==> src/rtl/tdp_pkg.sv <==
// Shared types and constants for the trial-division prime tester.
// No dependencies; imported by tdp_serial_rem and trial_division_prime_test_unit.
package tdp_pkg;

  localparam int unsigned NUM_WIDTH = 32;
  // Trial divisor never passes sqrt(2^NUM_WIDTH) + 1.
  localparam int unsigned DIV_WIDTH = NUM_WIDTH / 2 + 1;
  // Running divisor square, one bit of headroom over the candidate.
  localparam int unsigned SQ_WIDTH  = NUM_WIDTH + 1;
  localparam int unsigned CNT_WIDTH = $clog2(NUM_WIDTH);

  typedef enum logic [1:0] {
    ST_IDLE,
    ST_CHECK,
    ST_DIV
  } tdp_state_e;

  typedef struct packed {
    logic done;
    logic zero;
  } tdp_rem_status_t;

endpackage

==> src/rtl/tdp_serial_rem.sv <==
// Bit-serial restoring remainder: one dividend bit per cycle, MSB first.
// Depends on tdp_pkg.
module tdp_serial_rem import tdp_pkg::*; (
  input  logic                 clk_i,
  input  logic                 rst_ni,
  input  logic                 load_i,
  input  logic [NUM_WIDTH-1:0] dividend_i,
  input  logic [DIV_WIDTH-1:0] divisor_i,
  output tdp_rem_status_t      status_o
);

  logic [NUM_WIDTH-1:0] shift_q, shift_d;
  logic [DIV_WIDTH-1:0] rem_q, rem_d;
  logic [CNT_WIDTH-1:0] cnt_q, cnt_d;
  logic                 active_q, active_d;
  tdp_rem_status_t      status_q, status_d;

  logic [DIV_WIDTH:0]   trial;
  logic [DIV_WIDTH-1:0] rem_next;

  always_comb begin
    trial = {rem_q, shift_q[NUM_WIDTH-1]};
    if (trial >= {1'b0, divisor_i}) begin
      rem_next = DIV_WIDTH'(trial - {1'b0, divisor_i});
    end else begin
      rem_next = trial[DIV_WIDTH-1:0];
    end

    shift_d  = shift_q;
    rem_d    = rem_q;
    cnt_d    = cnt_q;
    active_d = active_q;
    status_d = '0;

    if (load_i) begin
      shift_d  = dividend_i;
      rem_d    = '0;
      cnt_d    = CNT_WIDTH'(NUM_WIDTH - 1);
      active_d = 1'b1;
    end else if (active_q) begin
      shift_d = {shift_q[NUM_WIDTH-2:0], 1'b0};
      rem_d   = rem_next;
      cnt_d   = cnt_q - 1'b1;
      if (cnt_q == '0) begin
        active_d      = 1'b0;
        status_d.done = 1'b1;
        status_d.zero = (rem_next == '0);
      end
    end
  end

  always_ff @(posedge clk_i or negedge rst_ni) begin
    if (!rst_ni) begin
      active_q <= 1'b0;
      cnt_q    <= '0;
      status_q <= '0;
    end else begin
      active_q <= active_d;
      cnt_q    <= cnt_d;
      status_q <= status_d;
    end
  end

  always_ff @(posedge clk_i) begin
    shift_q <= shift_d;
    rem_q   <= rem_d;
  end

  assign status_o = status_q;

endmodule

==> src/rtl/trial_division_prime_test_unit.sv <==
// Top level of the trial-division prime tester: control FSM, divisor and square.
// Depends on tdp_pkg and tdp_serial_rem.
//
//  channel  | strobe / accept          | payload
//  ---------+--------------------------+-------------------------
//  command  | start & !busy            | candidate_i [31:0]
//  result   | done_o, one cycle        | is_prime_o
//
// Candidates 0 and 1 answer in the cycle after start, without going busy.
// Otherwise each trial divisor takes a bound check in ST_CHECK, then a pass
// through the bit-serial remainder unit in ST_DIV.
// Reset is asynchronous and leaves the unit idle. done_o cannot be stalled.
module trial_division_prime_test_unit import tdp_pkg::*; (
  input  logic                 clk_i,
  input  logic                 rst_ni,
  input  logic                 start,
  output logic                 busy,
  input  logic [NUM_WIDTH-1:0] candidate_i,
  output logic                 done_o,
  output logic                 is_prime_o
);

  tdp_state_e           state_q, state_d;
  logic [NUM_WIDTH-1:0] cand_q, cand_d;
  logic [DIV_WIDTH-1:0] div_q, div_d;
  logic [SQ_WIDTH-1:0]  sq_q, sq_d;
  logic                 valid_q, valid_d;
  logic                 prime_q, prime_d;
  logic                 rem_load;
  tdp_rem_status_t      rem_status;

  tdp_serial_rem u_rem (
    .clk_i      (clk_i),
    .rst_ni     (rst_ni),
    .load_i     (rem_load),
    .dividend_i (cand_q),
    .divisor_i  (div_q),
    .status_o   (rem_status)
  );

  always_comb begin
    state_d  = state_q;
    cand_d   = cand_q;
    div_d    = div_q;
    sq_d     = sq_q;
    valid_d  = 1'b0;
    prime_d  = prime_q;
    rem_load = 1'b0;

    unique case (state_q)
      ST_IDLE: begin
        if (start) begin
          cand_d = candidate_i;
          div_d  = DIV_WIDTH'(2);
          sq_d   = SQ_WIDTH'(4);
          if (candidate_i[NUM_WIDTH-1:1] == '0) begin
            valid_d = 1'b1;
            prime_d = 1'b0;
          end else begin
            state_d = ST_CHECK;
          end
        end
      end
      ST_CHECK: begin
        if (sq_q > {1'b0, cand_q}) begin
          valid_d = 1'b1;
          prime_d = 1'b1;
          state_d = ST_IDLE;
        end else begin
          rem_load = 1'b1;
          state_d  = ST_DIV;
        end
      end
      ST_DIV: begin
        if (rem_status.done) begin
          if (rem_status.zero) begin
            valid_d = 1'b1;
            prime_d = 1'b0;
            state_d = ST_IDLE;
          end else begin
            // (d+1)^2 = d^2 + 2d + 1
            div_d   = div_q + 1'b1;
            sq_d    = sq_q + SQ_WIDTH'({div_q, 1'b1});
            state_d = ST_CHECK;
          end
        end
      end
      default: state_d = ST_IDLE;
    endcase
  end

  always_ff @(posedge clk_i or negedge rst_ni) begin
    if (!rst_ni) begin
      state_q <= ST_IDLE;
      valid_q <= 1'b0;
      div_q   <= DIV_WIDTH'(2);
    end else begin
      state_q <= state_d;
      valid_q <= valid_d;
      div_q   <= div_d;
    end
  end

  always_ff @(posedge clk_i) begin
    cand_q  <= cand_d;
    sq_q    <= sq_d;
    prime_q <= prime_d;
  end

  assign busy       = (state_q != ST_IDLE);
  assign done_o     = valid_q;
  assign is_prime_o = prime_q;

  a_small_not_prime: assert property (@(posedge clk_i) disable iff (!rst_ni)
    (start && !busy && candidate_i[NUM_WIDTH-1:1] == '0) |=> (done_o && !is_prime_o))
    else $error("candidate 0 or 1 not answered as composite");

  a_start_progress: assert property (@(posedge clk_i) disable iff (!rst_ni)
    (start && !busy) |=> (busy || done_o))
    else $error("accepted beat neither running nor answered");

  a_prime_from_check: assert property (@(posedge clk_i) disable iff (!rst_ni)
    (done_o && is_prime_o) |-> ($past(state_q) == ST_CHECK))
    else $error("prime reported outside the bound check");

  a_divisor_floor: assert property (@(posedge clk_i) disable iff (!rst_ni)
    busy |-> (div_q >= DIV_WIDTH'(2)))
    else $error("trial divisor below two");

endmodule
==> config.mk <==
export PLATFORM = sky130hd
export DESIGN_NAME = trial_division_prime_test_unit
export DESIGN_NICKNAME = d
export VERILOG_FILES = /design/src/rtl/tdp_pkg.sv /design/src/rtl/tdp_serial_rem.sv /design/src/rtl/trial_division_prime_test_unit.sv
export SDC_FILE = /design/constraint.sdc
export NUM_CORES = 1
export LEC_CHECK = 0
export ABC_AREA = 0
export BUFFER_PORTS_ARGS = -buffer_cell sky130_fd_sc_hd__buf_4
export CORE_ASPECT_RATIO = 0.5
export CORE_MARGIN = 2
export CORE_UTILIZATION = 66
export CTS_BUF_LIST = sky130_fd_sc_hd__clkbuf_16
export DETAILED_ROUTE_END_ITERATION = 6
export PLACE_DENSITY = 0.85
export RECOVER_POWER = 25
export SLEW_MARGIN = 20
export SYNTH_ARGS = -nofsm -noshare
export SYNTH_HDL_FRONTEND = slang
export SYNTH_SLANG_ARGS = --single-unit
==> constraint.sdc <==
create_clock -name clk_i -period 8.95 [get_ports clk_i]
set_input_delay 0 -clock clk_i [delete_from_list [all_inputs] [get_ports clk_i]]
set_output_delay 0 -clock clk_i [all_outputs]
set_load 0.05 [all_outputs]
# == Word level (Yosys, flattened, before mapping) ==
# Cells that the tools add are included.
# op_classes
n_addsub,4
n_lt_le_gt_ge,2
eq_ne,9
n_mux,39
reduce_logical,12
# op_table
cell,n
$mux 33,3
$mux 17,4
$pmux 33 s2,1
$mux 32,2
$pmux 17 s2,1
$add 33x18->33,1
$gt 33x32->1,1
$logic_not 31->1,1
$ge 18x17->1,1
$add 17x1->17 const B,1
$logic_not 17->1,1
$sub 17x17->17,1
$mux 1,16
$mux 2,7
$mux 5,2
$ne 2x2->1 const B,5
$pmux 1 s3,2
$pmux 2 s3,1
$reduce_and 6->1,1
$reduce_bool 2->1,3
$logic_not 5->1,1
$sub 5x1->5 const B,1
$ne 2x1->1 const B,2
$reduce_and 4->1,1
other kinds (6),6
# totals
regBits,143
inputBits,35
out_inout_bits,3
word_cells,78

# == Depth between registers and ports, before layout ==
# Gate-level depths: netlist of run 1.
# logic_depth
word_depth,6
ltp_mapped,13
depth_no_buf,11

# == Modules after synthesis ==
# From an unflattened synthesis of run 1, not the netlist that was laid out.
# unflattened
cells_unflattened,869
area_unflattened_um2,8884.8
# by_module_without_submodules
module,instances,cells_each,area_per_inst_um2
trial_division_prime_test_unit,1,536,5462.7
tdp_serial_rem,1,333,3422.0

# == Worst setup path after synthesis of run 1 ==
# OpenSTA, ideal clock, no wires.
# synth_timing
path_type,flip-flop to flip-flop
from,register u_rem.status_q (netlist bit u_rem.status_o[0])
to,register div_q[11]
setup_time_ps,182
arrival_time_ps,3162
required_ps,8768
slack_ps,5606
stages_incl_launch_ff,9
n_path_buf,0
period_less_slack_ps,3344
path_cell_list,dfrtp_1 nor2b_1 mux2i_1 nor2_1 nand2_1 nor3_1 nand4_1 xnor2_1 nor2_1
# synth_via
elab_chain_len,2
# synth_lines
item,line,source
start: declaration,tdp_serial_rem.sv:16,"tdp_rem_status_t status_q, status_d;"
start signal: assignment,tdp_serial_rem.sv:60,status_q <= status_d;
$ne 2x2->1 (no source line),n/a,
$reduce_and 4->1 (no source line),n/a,
end signal: assignment,trial_division_prime_test_unit.sv:100,div_q <= div_d;
end: declaration,trial_division_prime_test_unit.sv:25,"logic [DIV_WIDTH-1:0] div_q, div_d;"
# No other way between the ends.
# A chain may end at the register's enable or synchronous reset.

# == Final worst setup path of run 1 ==
# layout_timing
from,register sq_q[6]
to,"register u_rem.shift_q[22], enable pin"
# layout_via
elab_chain_len,4
# layout_lines
item,line,source
start: declaration,trial_division_prime_test_unit.sv:26,"logic [SQ_WIDTH-1:0] sq_q, sq_d;"
start signal: assignment,trial_division_prime_test_unit.sv:106,sq_q <= sq_d;
$gt 33x32->1,trial_division_prime_test_unit.sv:65,"if (sq_q > {1'b0, cand_q}) begin"
$mux 1,trial_division_prime_test_unit.sv:65,
$mux 1,trial_division_prime_test_unit.sv:50,unique case (state_q)
$reduce_bool 2->1 (no source line),n/a,
end signal: assignment,tdp_serial_rem.sv:65,shift_q <= shift_d;
end: declaration,tdp_serial_rem.sv:12,"logic [NUM_WIDTH-1:0] shift_q, shift_d;"
# No other way between the ends.

==> flow_summary.html, run 1 <==
<table>
<tr><th>Metric</th><th>Value</th></tr>
<tr><th colspan="2">Run status</th></tr>
<tr><td>Outcome</td><td>complete, but fails checks</td></tr>
<tr><td>Failing checks</td><td>design-rule violations, max-capacitance violations, max-slew violations</td></tr>
<tr><th colspan="2">Critical path</th></tr>
<tr><td>Delay of the slowest cell on the worst path</td><td>0.46 ns</td></tr>
<tr><td>Kind of cell adding the most delay to the critical path</td><td>compound AO/OA/AOI/OAI gates</td></tr>
<tr><td>Arrival time of the worst setup path</td><td>3.85 ns</td></tr>
<tr><td>Maximum fanout along the worst path</td><td>71</td></tr>
<tr><td>Critical Setup Path Class</td><td>reg -&gt; reg</td></tr>
<tr><td>FF-to-FF End</td><td>u_rem.shift_q[22]$_DFFE_PP_</td></tr>
<tr><td>Worst r2r src</td><td>sq_q[6]$_SDFFCE_PN0P_</td></tr>
<tr><td>Critical path buffers and inverters</td><td>1</td></tr>
<tr><td>Endpoint kind of the worst setup timing path</td><td>flop</td></tr>
<tr><td>Sequence of cells on the critical path</td><td>ha_1 &gt; a21oi_1 &gt; o21ai_0 &gt; a22oi_1 &gt; a31oi_1 &gt; o21ai_1 &gt; nand2_4 &gt; nand2_1 &gt; buf_4</td></tr>
<tr><td>Cell at the slowest stage of the critical path</td><td>sky130_fd_sc_hd__nand2_4</td></tr>
<tr><td>Critical Path RT</td><td>9.04 ns</td></tr>
<tr><td>Slack of the worst reg-to-reg path</td><td>5.19 ns</td></tr>
<tr><td>Critical Path Source Type</td><td>flop</td></tr>
<tr><td>Worst r2r path cells</td><td>9</td></tr>
<tr><th colspan="2">STA</th></tr>
<tr><td>Relative slew slack</td><td>-0.00413</td></tr>
<tr><td>Max-slew violation count</td><td>28</td></tr>
<tr><td>Clock skew</td><td>0.0191 ns</td></tr>
<tr><td>Maximum clock frequency</td><td>0.266 GHz</td></tr>
<tr><td>Tmin final</td><td>3.76 ns</td></tr>
<tr><td>Final hold viol count</td><td>0</td></tr>
<tr><td>Setup-violating endpoint count in the final report</td><td>0</td></tr>
<tr><td>Worst-margin pin slew</td><td>1.51 ns</td></tr>
<tr><td>TNS Setup</td><td>0 ns</td></tr>
<tr><td>Unrepaired setup endpoints after global routing</td><td>false</td></tr>
<tr><td>Crit share post-route</td><td>0.420</td></tr>
<tr><th colspan="2">Synth</th></tr>
<tr><td>Synthesized area per cell</td><td>9.86 um2</td></tr>
<tr><td>Cell variety after synth</td><td>75</td></tr>
<tr><td>Yosys top cell area share</td><td>0.343</td></tr>
<tr><td>Number of flops mapped to enable cells by yosys</td><td>98</td></tr>
<tr><td>Proportion of register bits with asynchronous set or reset after synthesis</td><td>0.196</td></tr>
<tr><td>Synth warn</td><td>0</td></tr>
<tr><td>Largest cells by area after synthesis</td><td>sky130_fd_sc_hd__edfxtp_1, sky130_fd_sc_hd__ha_1, sky130_fd_sc_hd__dfrtp_1</td></tr>
<tr><td>Largest area contributor in the synthesized netlist</td><td>sky130_fd_sc_hd__edfxtp_1</td></tr>
<tr><td>Post-Synthesis Cells</td><td>869</td></tr>
<tr><td>Post-synth net total</td><td>974</td></tr>
<tr><td>Share of synthesized area spent on multiplexers</td><td>0.0164</td></tr>
<tr><td>Post-Synth XOR/XNOR Area</td><td>0.0480</td></tr>
<tr><td>Flip-flop cell with the highest count after synthesis</td><td>sky130_fd_sc_hd__edfxtp_1</td></tr>
<tr><td>Synthesis-stage register bit count</td><td>143</td></tr>
<tr><td>Adder-Cell Fraction of Synth Area</td><td>0.104</td></tr>
<tr><td>Sequential-to-total area share from yosys stat</td><td>0.465</td></tr>
<tr><td>Combinational family with the most area after synthesis</td><td>simple AND/OR/NAND/NOR gates</td></tr>
<tr><td>Simple-gate area share of the yosys netlist</td><td>0.171</td></tr>
<tr><td>Synthesized cell area</td><td>0.00857 mm2</td></tr>
<tr><td>Synth Area in Compound Gates</td><td>0.151</td></tr>
<tr><th colspan="2">Power and ir drop</th></tr>
<tr><td>Power density over the cells</td><td>329 mW/mm2</td></tr>
<tr><td>Switching power of the nets</td><td>1.33 mW</td></tr>
<tr><td>P_leak</td><td>4.02 nW</td></tr>
<tr><td>Clk network pwr share</td><td>0.210</td></tr>
<tr><td>Total Power</td><td>3.21 mW</td></tr>
<tr><td>Int Pwr</td><td>1.88 mW</td></tr>
<tr><td>Combinational fraction of design power</td><td>0.426</td></tr>
<tr><td>Flop pwr share</td><td>0.364</td></tr>
<tr><td>Switching power as a share of total power</td><td>0.414</td></tr>
<tr><td>Worst vdd rail ir drop</td><td>0.000176 V</td></tr>
<tr><th colspan="2">CTS</th></tr>
<tr><td>Sink Count</td><td>143</td></tr>
<tr><td>CTS tree</td><td>built</td></tr>
<tr><td>Skew-Pair Late Insertion Delay</td><td>0.44 ns</td></tr>
<tr><td>Post CTS Setup Buffer Count</td><td>0</td></tr>
<tr><td>Root buffer cell</td><td>sky130_fd_sc_hd__clkbuf_16</td></tr>
<tr><td>CTS clock-pin slew for the worst setup and hold paths</td><td>0.07 ns</td></tr>
<tr><td>Max Root-Sink Buffers</td><td>2</td></tr>
<tr><td>Number of gates resized after CTS</td><td>0</td></tr>
<tr><td>Number of H-tree levels</td><td>4</td></tr>
<tr><td>Number of buffers inserted during clock tree synthesis</td><td>17</td></tr>
<tr><th colspan="2">GRT</th></tr>
<tr><td>Wire length of the first global-routing pass</td><td>37,700 um</td></tr>
<tr><td>Highest-utilization routing layer at the global route stage</td><td>met2</td></tr>
<tr><td>Largest net degree at the start of global routing</td><td>72</td></tr>
<tr><td>Met3 Resource Use GR</td><td>0.0954</td></tr>
<tr><td>Global route overflow</td><td>0</td></tr>
<tr><td>Met1 track demand over resource in global routing</td><td>0.476</td></tr>
<tr><td>Met2 track demand over resource</td><td>0.557</td></tr>
<tr><td>Via count of the first global-routing pass</td><td>7,145</td></tr>
<tr><td>All-layer global routing usage</td><td>0.359</td></tr>
<tr><td>Initial antenna violation count</td><td>0</td></tr>
<tr><th colspan="2">Placed design</th></tr>
<tr><td>Cell count after placement</td><td>1,055</td></tr>
<tr><td>Gp weighted congestion</td><td>0.887</td></tr>
<tr><td>Count of input and output buffers</td><td>37</td></tr>
<tr><td>HPWL Detailed</td><td>15,300 um</td></tr>
<tr><th colspan="2">Layout</th></tr>
<tr><td>Leading cell type in the layout, fill and taps excluded</td><td>sky130_fd_sc_hd__edfxtp_1</td></tr>
<tr><td>Commonest cells after routing, fill and taps aside</td><td>sky130_fd_sc_hd__edfxtp_1, sky130_fd_sc_hd__nor2_1, sky130_fd_sc_hd__nand2_1</td></tr>
<tr><td>FILL cells</td><td>777</td></tr>
<tr><td>Area growth from synthesis to layout</td><td>14.1%</td></tr>
<tr><td>Final core utilization</td><td>0.772</td></tr>
<tr><td>Fraction of layout cells with a size suffix above 1</td><td>0.0747</td></tr>
<tr><td>Final cell count without fillers</td><td>1,122</td></tr>
<tr><td>Final Net Count</td><td>1,043</td></tr>
<tr><th colspan="2">Floorplan</th></tr>
<tr><td>Area of the placeable core</td><td>0.0127 mm2</td></tr>
<tr><td>Area of the die</td><td>0.0140 mm2</td></tr>
<tr><td>Die X</td><td>165 um</td></tr>
<tr><td>Die Y</td><td>84.6 um</td></tr>
<tr><td>Starting density of the core</td><td>0.677</td></tr>
<tr><td>Row count</td><td>29</td></tr>
<tr><td>Boundary Pins</td><td>38</td></tr>
<tr><th colspan="2">Min path</th></tr>
<tr><td>Worst min-delay path category</td><td>in -&gt; reg</td></tr>
<tr><td>Count of cells along the worst hold path</td><td>2</td></tr>
<tr><td>HP Start</td><td>candidate_i[9]</td></tr>
<tr><td>Worst Hold Endpoint</td><td>cand_q[9]$_DFFE_PP_</td></tr>
<tr><th colspan="2">Drt</th></tr>
<tr><td>Count of antenna-violating nets left after detailed routing</td><td>0</td></tr>
<tr><td>Post-DR wirelength/cell</td><td>21.2 um</td></tr>
<tr><td>Drt first-iter violations</td><td>999</td></tr>
<tr><td>Number of vias after detailed routing</td><td>7,347</td></tr>
<tr><td>Detail-routed via count per cell</td><td>6.55</td></tr>
<tr><td>Number of detailed-route iterations in the first pass</td><td>7</td></tr>
<tr><td>Residual DRC</td><td>1</td></tr>
<tr><td>Routed wire length</td><td>23,800 um</td></tr>
<tr><th colspan="2">Run</th></tr>
<tr><td>Max-capacitance violation count</td><td>1</td></tr>
</table>
cell type report:
class                           count  area [um2]  share of cell area
Inverter                           70         263              0.0269
Multi-Input combinational cell    631        4210               0.431
Tap cell                          170         213              0.0218
Clock inverter                     15         123              0.0125
Antenna cell                        1        2.50            0.000256
Clock buffer                       17         425              0.0435
Sequential cell                   143        3990               0.408
Timing Repair Buffer               75         554              0.0567
cell families after synthesis:
kind of cell / after synthesis
AOI/OAI and AO/OA: 197
xor gates and xnor gates: 47
adders and majority gates: 70
buffers and inverters: 95
DFF: 143
muxes: 14
and+or+nand+nor: 303
metal layers:
layer	up-vias	wire length, um
met4	0	1140
met2	524	10500
met3	115	2760
met5	-	0
li1	3296	-
met1	3412	9410
power groups by stage:
| stage | combinational, mW | clock, mW | sequential [mW] |
|---|---|---|---|
| after floorplan | 1.04 | 0 | 1.10 |
| after global placement | 1.23 | 0 | 1.15 |
| after detailed placement | 1.29 | 0 | 1.16 |
| after CTS | 1.33 | 0.664 | 1.16 |
| after global routing | 1.50 | 0.696 | 1.19 |
| final | 1.37 | 0.674 | 1.17 |
how the worst max path moves through the flow:
| stage | end | startpoint | cells past startpoint | slack (ns) |
|---|---|---|---|---|
| after CTS | u_rem.shift_q[15]$_DFFE_PP_ | cand_q[6]$_DFFE_PP_ | 10 | 5.33 |
| after global placement | u_rem.shift_q[25]$_DFFE_PP_ | sq_q[26]$_SDFFCE_PN0P_ | 9 | 5.69 |
| after detailed placement | u_rem.shift_q[21]$_DFFE_PP_ | sq_q[8]$_SDFFCE_PN0P_ | 9 | 5.56 |
| final | u_rem.shift_q[22]$_DFFE_PP_ | sq_q[6]$_SDFFCE_PN0P_ | 9 | 5.19 |
| after global routing | u_rem.shift_q[22]$_DFFE_PP_ | cand_q[6]$_DFFE_PP_ | 10 | 5.16 |
| after floorplan | div_q[11]$_DFFE_PN0P_ | u_rem.status_o[0]$_DFF_PN0_ | 8 | 5.61 |
Yosys cell counts (8+ instances only):
cell type / count
sky130_fd_sc_hd__edfxtp_1: 98
sky130_fd_sc_hd__nor2_1: 92
sky130_fd_sc_hd__nand2_1: 86
sky130_fd_sc_hd__inv_1: 70
sky130_fd_sc_hd__ha_1: 68
sky130_fd_sc_hd__o21ai_0: 68
sky130_fd_sc_hd__a21oi_1: 38
sky130_fd_sc_hd__xnor2_1: 36
sky130_fd_sc_hd__dfrtp_1: 27
sky130_fd_sc_hd__a211oi_1: 18
sky130_fd_sc_hd__nand4_1: 18
sky130_fd_sc_hd__dfxtp_1: 17
sky130_fd_sc_hd__nand3_1: 17
sky130_fd_sc_hd__nor4_1: 17
sky130_fd_sc_hd__nor3_1: 16
sky130_fd_sc_hd__clkbuf_1: 15
sky130_fd_sc_hd__mux2i_1: 14
sky130_fd_sc_hd__xor2_1: 11
sky130_fd_sc_hd__a21o_1: 9
sky130_fd_sc_hd__and3_1: 8
sky130_fd_sc_hd__nand2b_1: 8
registers in the layout, summed over array words and instances (netlist names), 2 cells and up:
name / count
sq_q: 33
cand_q: 32
u_rem.shift_q: 32
div_q: 17
u_rem.rem_q: 17
u_rem.cnt_q: 5
state_q: 2
u_rem.status_o: 2
repair_timing:
| action | CTS | global route |
|---|---|---|
| hold endpoints to repair | 61 | 0 |
| endpoints found under the setup margin | 0 | 0 |
| hold buffers | 34 | 0 |
stage by stage:
step	hold WS (ns)	cell area [um2]	setup slack [ns]
after global routing	0.316	9780	5.16
after floorplan	-0.296	8570	5.61
after CTS	0.0243	9860	5.33
final	0.318	9780	5.19
after detailed placement	-0.0690	8980	5.56
after global placement	-0.0686	8980	5.69
Power figures use the tool's default switching activity.
==> inputs of run 2 (changes only) <==
--- a/config.mk
+++ b/config.mk
@@ -9,10 +9,10 @@
 export BUFFER_PORTS_ARGS = -buffer_cell sky130_fd_sc_hd__buf_4
 export CORE_ASPECT_RATIO = 0.5
 export CORE_MARGIN = 2
-export CORE_UTILIZATION = 66
+export CORE_UTILIZATION = 56
 export CTS_BUF_LIST = sky130_fd_sc_hd__clkbuf_16
 export DETAILED_ROUTE_END_ITERATION = 6
-export PLACE_DENSITY = 0.85
+export PLACE_DENSITY = 0.76
 export RECOVER_POWER = 25
 export SLEW_MARGIN = 20
 export SYNTH_ARGS = -nofsm -noshare
==> constraint.sdc (replaced) <==
create_clock -name clk_i -period 3.25 [get_ports clk_i]
set_input_delay 0 -clock clk_i [delete_from_list [all_inputs] [get_ports clk_i]]
set_output_delay 0 -clock clk_i [all_outputs]
set_load 0.05 [all_outputs]
==> flow_summary.html, run 2 (synthesized netlist as in run 1, its figures left out) <==
<table>
<tr><th>Metric</th><th>Value</th></tr>
<tr><th colspan="2">Critical path</th></tr>
<tr><td>Maximum fanout along the worst path</td><td>30</td></tr>
<tr><td>Critical Path RT</td><td>3.58 ns</td></tr>
<tr><td>Delay of the slowest cell on the worst path</td><td>0.48 ns</td></tr>
<tr><td>Cell at the slowest stage of the critical path</td><td>sky130_fd_sc_hd__edfxtp_1</td></tr>
<tr><td>Arrival time of the worst setup path</td><td>3.34 ns</td></tr>
<tr><td>Endpoint kind of the worst setup timing path</td><td>flop</td></tr>
<tr><td>Critical Setup Path Class</td><td>reg -&gt; reg</td></tr>
<tr><td>Sequence of cells on the critical path</td><td>inv_1 &gt; ha_1 &gt; fa_1 &gt; nor2b_4 &gt; o31a_4 &gt; o2111ai_2 &gt; nand3_1 &gt; and2_4 &gt; nand4_1 &gt; a211o_1 &gt; nor4_2</td></tr>
<tr><td>Critical Path Source Type</td><td>flop</td></tr>
<tr><th colspan="2">Drt</th></tr>
<tr><td>Count of antenna-violating nets left after detailed routing</td><td>0</td></tr>
<tr><td>Number of detailed-route iterations in the first pass</td><td>5</td></tr>
<tr><td>Drt first-iter violations</td><td>609</td></tr>
<tr><td>Post-DR wirelength/cell</td><td>18.2 um</td></tr>
<tr><td>Number of vias after detailed routing</td><td>6,964</td></tr>
<tr><td>Residual DRC</td><td>0</td></tr>
<tr><td>Routed wire length</td><td>21,000 um</td></tr>
<tr><td>Detail-routed via count per cell</td><td>6.05</td></tr>
<tr><th colspan="2">STA</th></tr>
<tr><td>TNS Setup</td><td>0 ns</td></tr>
<tr><td>Crit share post-route</td><td>0.926</td></tr>
<tr><td>Setup-violating endpoint count in the final report</td><td>0</td></tr>
<tr><td>Unrepaired setup endpoints after global routing</td><td>false</td></tr>
<tr><td>Slack of the critical path</td><td>0.241 ns</td></tr>
<tr><td>Clock skew</td><td>0.00895 ns</td></tr>
<tr><td>Worst-margin pin slew</td><td>1.65 ns</td></tr>
<tr><td>Maximum clock frequency</td><td>0.332 GHz</td></tr>
<tr><td>Final hold viol count</td><td>0</td></tr>
<tr><td>Tmin final</td><td>3.01 ns</td></tr>
<tr><td>Relative slew slack</td><td>-0.101</td></tr>
<tr><td>Max-slew violation count</td><td>29</td></tr>
<tr><th colspan="2">Floorplan</th></tr>
<tr><td>Starting density of the core</td><td>0.583</td></tr>
<tr><td>Row count</td><td>31</td></tr>
<tr><td>Area of the die</td><td>0.0164 mm2</td></tr>
<tr><td>Die X</td><td>179 um</td></tr>
<tr><td>Boundary Pins</td><td>38</td></tr>
<tr><td>Area of the placeable core</td><td>0.0147 mm2</td></tr>
<tr><td>Die Y</td><td>91.5 um</td></tr>
<tr><th colspan="2">GRT</th></tr>
<tr><td>Largest net degree at the start of global routing</td><td>44</td></tr>
<tr><td>Met1 track demand over resource in global routing</td><td>0.368</td></tr>
<tr><td>Met3 Resource Use GR</td><td>0.0523</td></tr>
<tr><td>Highest-utilization routing layer at the global route stage</td><td>met2</td></tr>
<tr><td>All-layer global routing usage</td><td>0.269</td></tr>
<tr><td>Wire length of the first global-routing pass</td><td>33,600 um</td></tr>
<tr><td>Via count of the first global-routing pass</td><td>6,606</td></tr>
<tr><td>Global route overflow</td><td>0</td></tr>
<tr><td>Initial antenna violation count</td><td>0</td></tr>
<tr><td>Met2 track demand over resource</td><td>0.431</td></tr>
<tr><th colspan="2">CTS</th></tr>
<tr><td>Sink Count</td><td>143</td></tr>
<tr><td>Number of H-tree levels</td><td>4</td></tr>
<tr><td>Number of gates resized after CTS</td><td>0</td></tr>
<tr><td>CTS clock-pin slew for the worst setup and hold paths</td><td>0.06 ns</td></tr>
<tr><td>Skew-Pair Late Insertion Delay</td><td>0.43 ns</td></tr>
<tr><td>Post CTS Setup Buffer Count</td><td>0</td></tr>
<tr><td>Number of buffers inserted during clock tree synthesis</td><td>17</td></tr>
<tr><td>Max Root-Sink Buffers</td><td>2</td></tr>
<tr><td>Root buffer cell</td><td>sky130_fd_sc_hd__clkbuf_16</td></tr>
<tr><td>CTS tree</td><td>built</td></tr>
<tr><th colspan="2">Layout</th></tr>
<tr><td>Top flop regs</td><td>sq_q: 33 flops, cand_q: 32 flops, u_rem.shift_q: 32 flops</td></tr>
<tr><td>Finished layout cell area</td><td>0.00999 mm2</td></tr>
<tr><td>Final core utilization</td><td>0.680</td></tr>
<tr><td>Antenna diodes</td><td>0</td></tr>
<tr><td>Fraction of layout cells with a size suffix above 1</td><td>0.0870</td></tr>
<tr><td>Leading cell type in the layout, fill and taps excluded</td><td>sky130_fd_sc_hd__edfxtp_1</td></tr>
<tr><td>Max FFs per register</td><td>33</td></tr>
<tr><td>Final Net Count</td><td>1,047</td></tr>
<tr><td>Register with the highest flop count</td><td>sq_q</td></tr>
<tr><td>Area growth from synthesis to layout</td><td>16.6%</td></tr>
<tr><td>Commonest cells after routing, fill and taps aside</td><td>sky130_fd_sc_hd__edfxtp_1, sky130_fd_sc_hd__nor2_1, sky130_fd_sc_hd__nand2_1</td></tr>
<tr><td>FILL cells</td><td>1,093</td></tr>
<tr><th colspan="2">Run status</th></tr>
<tr><td>Outcome</td><td>complete, but fails checks</td></tr>
<tr><td>Failing checks</td><td>max-capacitance violations, max-slew violations</td></tr>
<tr><th colspan="2">Placed design</th></tr>
<tr><td>Count of input and output buffers</td><td>37</td></tr>
<tr><td>Worst slack at placement</td><td>0.314 ns</td></tr>
<tr><td>Gp weighted congestion</td><td>0.908</td></tr>
<tr><td>HPWL Detailed</td><td>15,000 um</td></tr>
<tr><td>Area after detailed placement</td><td>0.00907 mm2</td></tr>
<tr><th colspan="2">Run</th></tr>
<tr><td>Max-capacitance violation count</td><td>1</td></tr>
<tr><th colspan="2">Min path</th></tr>
<tr><td>Worst min-delay path category</td><td>in -&gt; reg</td></tr>
<tr><th colspan="2">Power and ir drop</th></tr>
<tr><td>Worst vdd rail ir drop</td><td>0.000459 V</td></tr>
<tr><td>Power density over the cells</td><td>900 mW/mm2</td></tr>
<tr><td>P_leak</td><td>4.14 nW</td></tr>
</table>
## run 2: cell count changes in the layout (fill, tap and decap cells not counted), moves of 4 or more
cell / before / now
sky130_fd_sc_hd__buf_4: 4 / 8
sky130_fd_sc_hd__bufinv_16: 0 / 5
sky130_fd_sc_hd__clkbuf_1: 24 / 14
sky130_fd_sc_hd__clkbuf_4: 12 / 21
sky130_fd_sc_hd__clkinvlp_4: 5 / 1
sky130_fd_sc_hd__inv_6: 7 / 1
## run 2: metal layers
metal	up-vias	routed length (um)
met1	3371	9670
met3	32	1350
met5	-	0
met2	258	9630
li1	3303	-
met4	0	352
## run 2: area by class of cell
cell class | instances | area [um2] | area share
Clock buffer | 17 | 425 | 0.0426
Clock inverter | 14 | 216 | 0.0217
Inverter | 70 | 263 | 0.0263
Multi-Input combinational cell | 631 | 4210 | 0.421
Sequential cell | 143 | 3990 | 0.399
Tap cell | 198 | 248 | 0.0248
Timing Repair Buffer | 79 | 651 | 0.0651
## run 2: what timing repair did
item,CTS,global route
hold buffers,34,0
setup endpoints to repair,0,0
hold endpoints to repair,61,0
## run 2: through the flow
step	instances	hold WS, ns	total power [mW]
CTS	1152	0.0478	8.98
detailed placement	1087	-0.0491	6.77
finish	1152	0.324	8.99
global placement	1087	-0.0509	6.66
global route	1152	0.321	9.58
floorplan	869	-0.296	5.89
## run 2: path summary, 6_finish.rpt
path	start	end	slack, ns	cells past startpoint
setup / recovery	u_rem.shift_q[31]$_DFFE_PP_	u_rem.status_o[0]$_DFF_PN0_	0.24	11
hold / removal	candidate_i[2]	cand_q[2]$_DFFE_PP_	0.32	2
setup reg to reg	u_rem.shift_q[31]$_DFFE_PP_	u_rem.status_o[0]$_DFF_PN0_	0.24	11
hold reg to reg	u_rem.status_o[1]$_DFF_PN0_	state_q[1]$_DFFE_PN0P_	0.51	1
max in group asynchronous	rst_ni	u_rem.cnt_q[0]$_DFFE_PN0P_	1.75	2
min in group asynchronous	rst_ni	div_q[7]$_DFFE_PN0P_	0.53	2
## run 2: critical path, delay by kind of cell, from the launching register on
| family | cells | cell delay (ns) |
|---|---|---|
| adders and majority gates | 2 | 0.66 |
| and+or+nand+nor | 5 | 1.01 |
| buffers and inverters | 1 | 0.07 |
| DFF | 1 | 0.48 |
| AOI/OAI and AO/OA | 3 | 0.70 |
## run 2: report_power, final
group          switching (mW)  internal (mW)  total, mW  leakage, nW
Combinational            2.20           1.49       3.69         2.34
Clock                   0.791           1.36       2.15        0.314
Sequential              0.424           2.73       3.15         1.49
Total                    3.42           5.58       8.99         4.14
==> inputs of run 3 (changes only) <==
==> constraint.sdc (replaced) <==
create_clock -name clk_i -period 2.6 [get_ports clk_i]
set_input_delay 0 -clock clk_i [delete_from_list [all_inputs] [get_ports clk_i]]
set_output_delay 0 -clock clk_i [all_outputs]
set_load 0.05 [all_outputs]
==> flow_summary.html, run 3 (synthesized netlist as in run 1, its figures left out) <==
<table>
<tr><th>Metric</th><th>Value</th></tr>
<tr><th colspan="2">Layout</th></tr>
<tr><td>Final cell count without fillers</td><td>1,252</td></tr>
<tr><td>Top flop regs</td><td>sq_q: 33 flops, cand_q: 32 flops, u_rem.shift_q: 32 flops</td></tr>
<tr><td>Final core utilization</td><td>0.758</td></tr>
<tr><td>Final Net Count</td><td>1,146</td></tr>
<tr><td>Commonest cells after routing, fill and taps aside</td><td>sky130_fd_sc_hd__buf_4, sky130_fd_sc_hd__edfxtp_1, sky130_fd_sc_hd__nor2_1</td></tr>
<tr><td>Max FFs per register</td><td>33</td></tr>
<tr><td>Register with the highest flop count</td><td>sq_q</td></tr>
<tr><td>Antenna diodes</td><td>0</td></tr>
<tr><td>Area growth from synthesis to layout</td><td>30.0%</td></tr>
<tr><td>Finished layout cell area</td><td>0.0111 mm2</td></tr>
<tr><td>Fraction of layout cells with a size suffix above 1</td><td>0.232</td></tr>
<tr><td>Leading cell type in the layout, fill and taps excluded</td><td>sky130_fd_sc_hd__buf_4</td></tr>
<tr><td>FILL cells</td><td>904</td></tr>
<tr><th colspan="2">Placed design</th></tr>
<tr><td>HPWL Detailed</td><td>16,100 um</td></tr>
<tr><td>Cell count after placement</td><td>1,172</td></tr>
<tr><td>Count of input and output buffers</td><td>37</td></tr>
<tr><td>Area after detailed placement</td><td>0.00973 mm2</td></tr>
<tr><td>Gp weighted congestion</td><td>0.933</td></tr>
<tr><th colspan="2">Drt</th></tr>
<tr><td>Drt first-iter violations</td><td>832</td></tr>
<tr><td>Count of antenna-violating nets left after detailed routing</td><td>0</td></tr>
<tr><td>Residual DRC</td><td>0</td></tr>
<tr><td>Number of vias after detailed routing</td><td>7,750</td></tr>
<tr><td>Detail-routed via count per cell</td><td>6.19</td></tr>
<tr><td>Number of detailed-route iterations in the first pass</td><td>5</td></tr>
<tr><td>Routed wire length</td><td>25,400 um</td></tr>
<tr><td>Post-DR wirelength/cell</td><td>20.3 um</td></tr>
<tr><th colspan="2">CTS</th></tr>
<tr><td>Root buffer cell</td><td>sky130_fd_sc_hd__clkbuf_16</td></tr>
<tr><td>CTS clock-pin slew for the worst setup and hold paths</td><td>0.06 ns</td></tr>
<tr><td>Max Root-Sink Buffers</td><td>2</td></tr>
<tr><td>Skew-Pair Late Insertion Delay</td><td>0.43 ns</td></tr>
<tr><td>Number of buffers inserted during clock tree synthesis</td><td>17</td></tr>
<tr><td>Number of H-tree levels</td><td>4</td></tr>
<tr><td>CTS tree</td><td>built</td></tr>
<tr><td>Sink Count</td><td>143</td></tr>
<tr><th colspan="2">Critical path</th></tr>
<tr><td>Critical Setup Path Class</td><td>reg -&gt; reg</td></tr>
<tr><td>Sequence of cells on the critical path</td><td>ha_1 &gt; nand4_1 &gt; nor3_2 &gt; nand2_1 &gt; a31oi_1 &gt; o21ai_2 &gt; buf_4 &gt; and2_4 &gt; a211o_1 &gt; nor4_2</td></tr>
<tr><td>Arrival time of the worst setup path</td><td>3.06 ns</td></tr>
<tr><td>Delay of the slowest cell on the worst path</td><td>0.44 ns</td></tr>
<tr><td>Critical Path RT</td><td>2.93 ns</td></tr>
<tr><td>Logic depth of the worst path, buffers included</td><td>10</td></tr>
<tr><td>Critical Path Source Type</td><td>flop</td></tr>
<tr><td>Kind of cell adding the most delay to the critical path</td><td>simple AND/OR/NAND/NOR gates</td></tr>
<tr><td>Maximum fanout along the worst path</td><td>4</td></tr>
<tr><td>Cell at the slowest stage of the critical path</td><td>sky130_fd_sc_hd__edfxtp_1</td></tr>
<tr><td>Critical path buffers and inverters</td><td>1</td></tr>
<tr><td>Endpoint kind of the worst setup timing path</td><td>flop</td></tr>
<tr><td>Worst r2r path cells</td><td>10</td></tr>
<tr><th colspan="2">Power and ir drop</th></tr>
<tr><td>Power density over the cells</td><td>1140 mW/mm2</td></tr>
<tr><td>P_leak</td><td>4.70 nW</td></tr>
<tr><td>Worst vdd rail ir drop</td><td>0.000676 V</td></tr>
<tr><th colspan="2">STA</th></tr>
<tr><td>Crit share post-route</td><td>1.05</td></tr>
<tr><td>Unrepaired setup endpoints after global routing</td><td>true</td></tr>
<tr><td>Maximum clock frequency</td><td>0.366 GHz</td></tr>
<tr><td>Clock skew</td><td>0.0115 ns</td></tr>
<tr><td>Worst-margin pin slew</td><td>1.61 ns</td></tr>
<tr><td>Setup-violating endpoint count in the final report</td><td>69</td></tr>
<tr><td>Max-slew violation count</td><td>29</td></tr>
<tr><td>TNS Setup</td><td>-2.25 ns</td></tr>
<tr><td>Relative slew slack</td><td>-0.0706</td></tr>
<tr><td>Tmin final</td><td>2.73 ns</td></tr>
<tr><td>Final hold viol count</td><td>0</td></tr>
<tr><td>Slack of the critical path</td><td>-0.130 ns</td></tr>
<tr><th colspan="2">Floorplan</th></tr>
<tr><td>Die Y</td><td>91.5 um</td></tr>
<tr><td>Starting density of the core</td><td>0.583</td></tr>
<tr><td>Area of the die</td><td>0.0164 mm2</td></tr>
<tr><td>Area of the placeable core</td><td>0.0147 mm2</td></tr>
<tr><td>Die X</td><td>179 um</td></tr>
<tr><td>Boundary Pins</td><td>38</td></tr>
<tr><td>Row count</td><td>31</td></tr>
<tr><th colspan="2">GRT</th></tr>
<tr><td>All-layer global routing usage</td><td>0.299</td></tr>
<tr><td>Initial antenna violation count</td><td>0</td></tr>
<tr><td>Via count of the first global-routing pass</td><td>7,463</td></tr>
<tr><td>Global route overflow</td><td>0</td></tr>
<tr><td>Wire length of the first global-routing pass</td><td>37,600 um</td></tr>
<tr><td>Largest net degree at the start of global routing</td><td>33</td></tr>
<tr><th colspan="2">Min path</th></tr>
<tr><td>Count of cells along the worst hold path</td><td>2</td></tr>
<tr><td>Worst min-delay path category</td><td>in -&gt; reg</td></tr>
<tr><th colspan="2">Run status</th></tr>
<tr><td>Failing checks</td><td>max-capacitance violations, max-slew violations, negative setup slack</td></tr>
<tr><td>Outcome</td><td>complete, but fails checks</td></tr>
<tr><th colspan="2">Run</th></tr>
<tr><td>Max-capacitance violation count</td><td>1</td></tr>
</table>
==> run 3: changes by cell type in the layout (fill, tap and decap cells not counted), moves of 5 or more <==
cell / change
sky130_fd_sc_hd__ha_1: -11
sky130_fd_sc_hd__ha_4: +5
sky130_fd_sc_hd__a211oi_1: -6
sky130_fd_sc_hd__buf_4: +93
sky130_fd_sc_hd__ha_2: +6
sky130_fd_sc_hd__a21oi_1: -5
sky130_fd_sc_hd__nor3_1: -5
sky130_fd_sc_hd__a211oi_2: +6
sky130_fd_sc_hd__a21oi_2: +5
sky130_fd_sc_hd__nor3_2: +5
==> run 3: through the flow <==
| step | hold slack [ns] | power, mW | setup WS [ns] |
|---|---|---|---|
| after floorplan | -0.296 | 7.37 | 0.0701 |
| after global placement | -0.0567 | 9.00 | -0.0752 |
| after detailed placement | -0.0438 | 9.21 | -0.109 |
| after CTS | 0.0446 | 12.1 | -0.0320 |
| after global routing | 0.316 | 13.4 | -0.245 |
| final | 0.308 | 12.7 | -0.130 |
==> run 3: layer usage <==
metal,vias to the layer above,share of wire,track usage
met5,-,0,0
met4,0,0.038,0.128
met3,95,0.085,0.0657
met2,416,0.48,0.487
met1,3723,0.40,0.384
li1,3516,-,-
==> run 3: worst register-to-register path: stages, from the launching register on <==
cell,delay [ns]
sky130_fd_sc_hd__edfxtp_1,0.44
sky130_fd_sc_hd__ha_1,0.38
sky130_fd_sc_hd__nand4_1,0.19
sky130_fd_sc_hd__nor3_2,0.35
sky130_fd_sc_hd__nand2_1,0.12
sky130_fd_sc_hd__a31oi_1,0.26
sky130_fd_sc_hd__o21ai_2,0.15
sky130_fd_sc_hd__buf_4,0.18
sky130_fd_sc_hd__and2_4,0.17
sky130_fd_sc_hd__a211o_1,0.26
sky130_fd_sc_hd__nor4_2,0.13
==> run 3: area by class of cell <==
type                            instances  area, um2  share of cell area
Multi-Input combinational cell        631       4550               0.408
Sequential cell                       143       3990               0.358
Timing Repair Buffer                  178       1470               0.132
Clock buffer                           17        425              0.0382
Inverter                               70        263              0.0236
Tap cell                              198        248              0.0222
Clock inverter                         15        193              0.0173
==> run 3: final timing paths <==
check / slack, ns / endpoint / start
max: -0.13 / u_rem.status_o[0]$_DFF_PN0_ / sq_q[24]$_SDFFCE_PN0P_
min: 0.31 / cand_q[0]$_DFFE_PP_ / candidate_i[0]
max reg2reg: -0.13 / u_rem.status_o[0]$_DFF_PN0_ / sq_q[24]$_SDFFCE_PN0P_
min reg2reg: 0.48 / state_q[1]$_DFFE_PN0P_ / u_rem.status_o[1]$_DFF_PN0_
max in group asynchronous: 1.04 / div_q[0]$_DFFE_PN0P_ / rst_ni
min in group asynchronous: 0.51 / div_q[8]$_DFFE_PN0P_ / rst_ni
==> run 3: what timing repair did <==
item / 4_1_cts / 5_1_grt
pin swaps: 16 / 15
setup endpoints to repair: 21 / 99
hold endpoints to repair: 61 / 0
gates cloned: 0 / 2
gates resized for setup: 21 / 57
setup buffers: 4 / 8
hold buffers: 34 / 0
==> run 3: report_power, final <==
part	leakage [nW]	switching, mW	total (mW)	internal [mW]
logic	2.90	3.37	6.13	2.76
clock network	0.308	1.02	2.62	1.60
registers	1.49	0.528	3.94	3.41
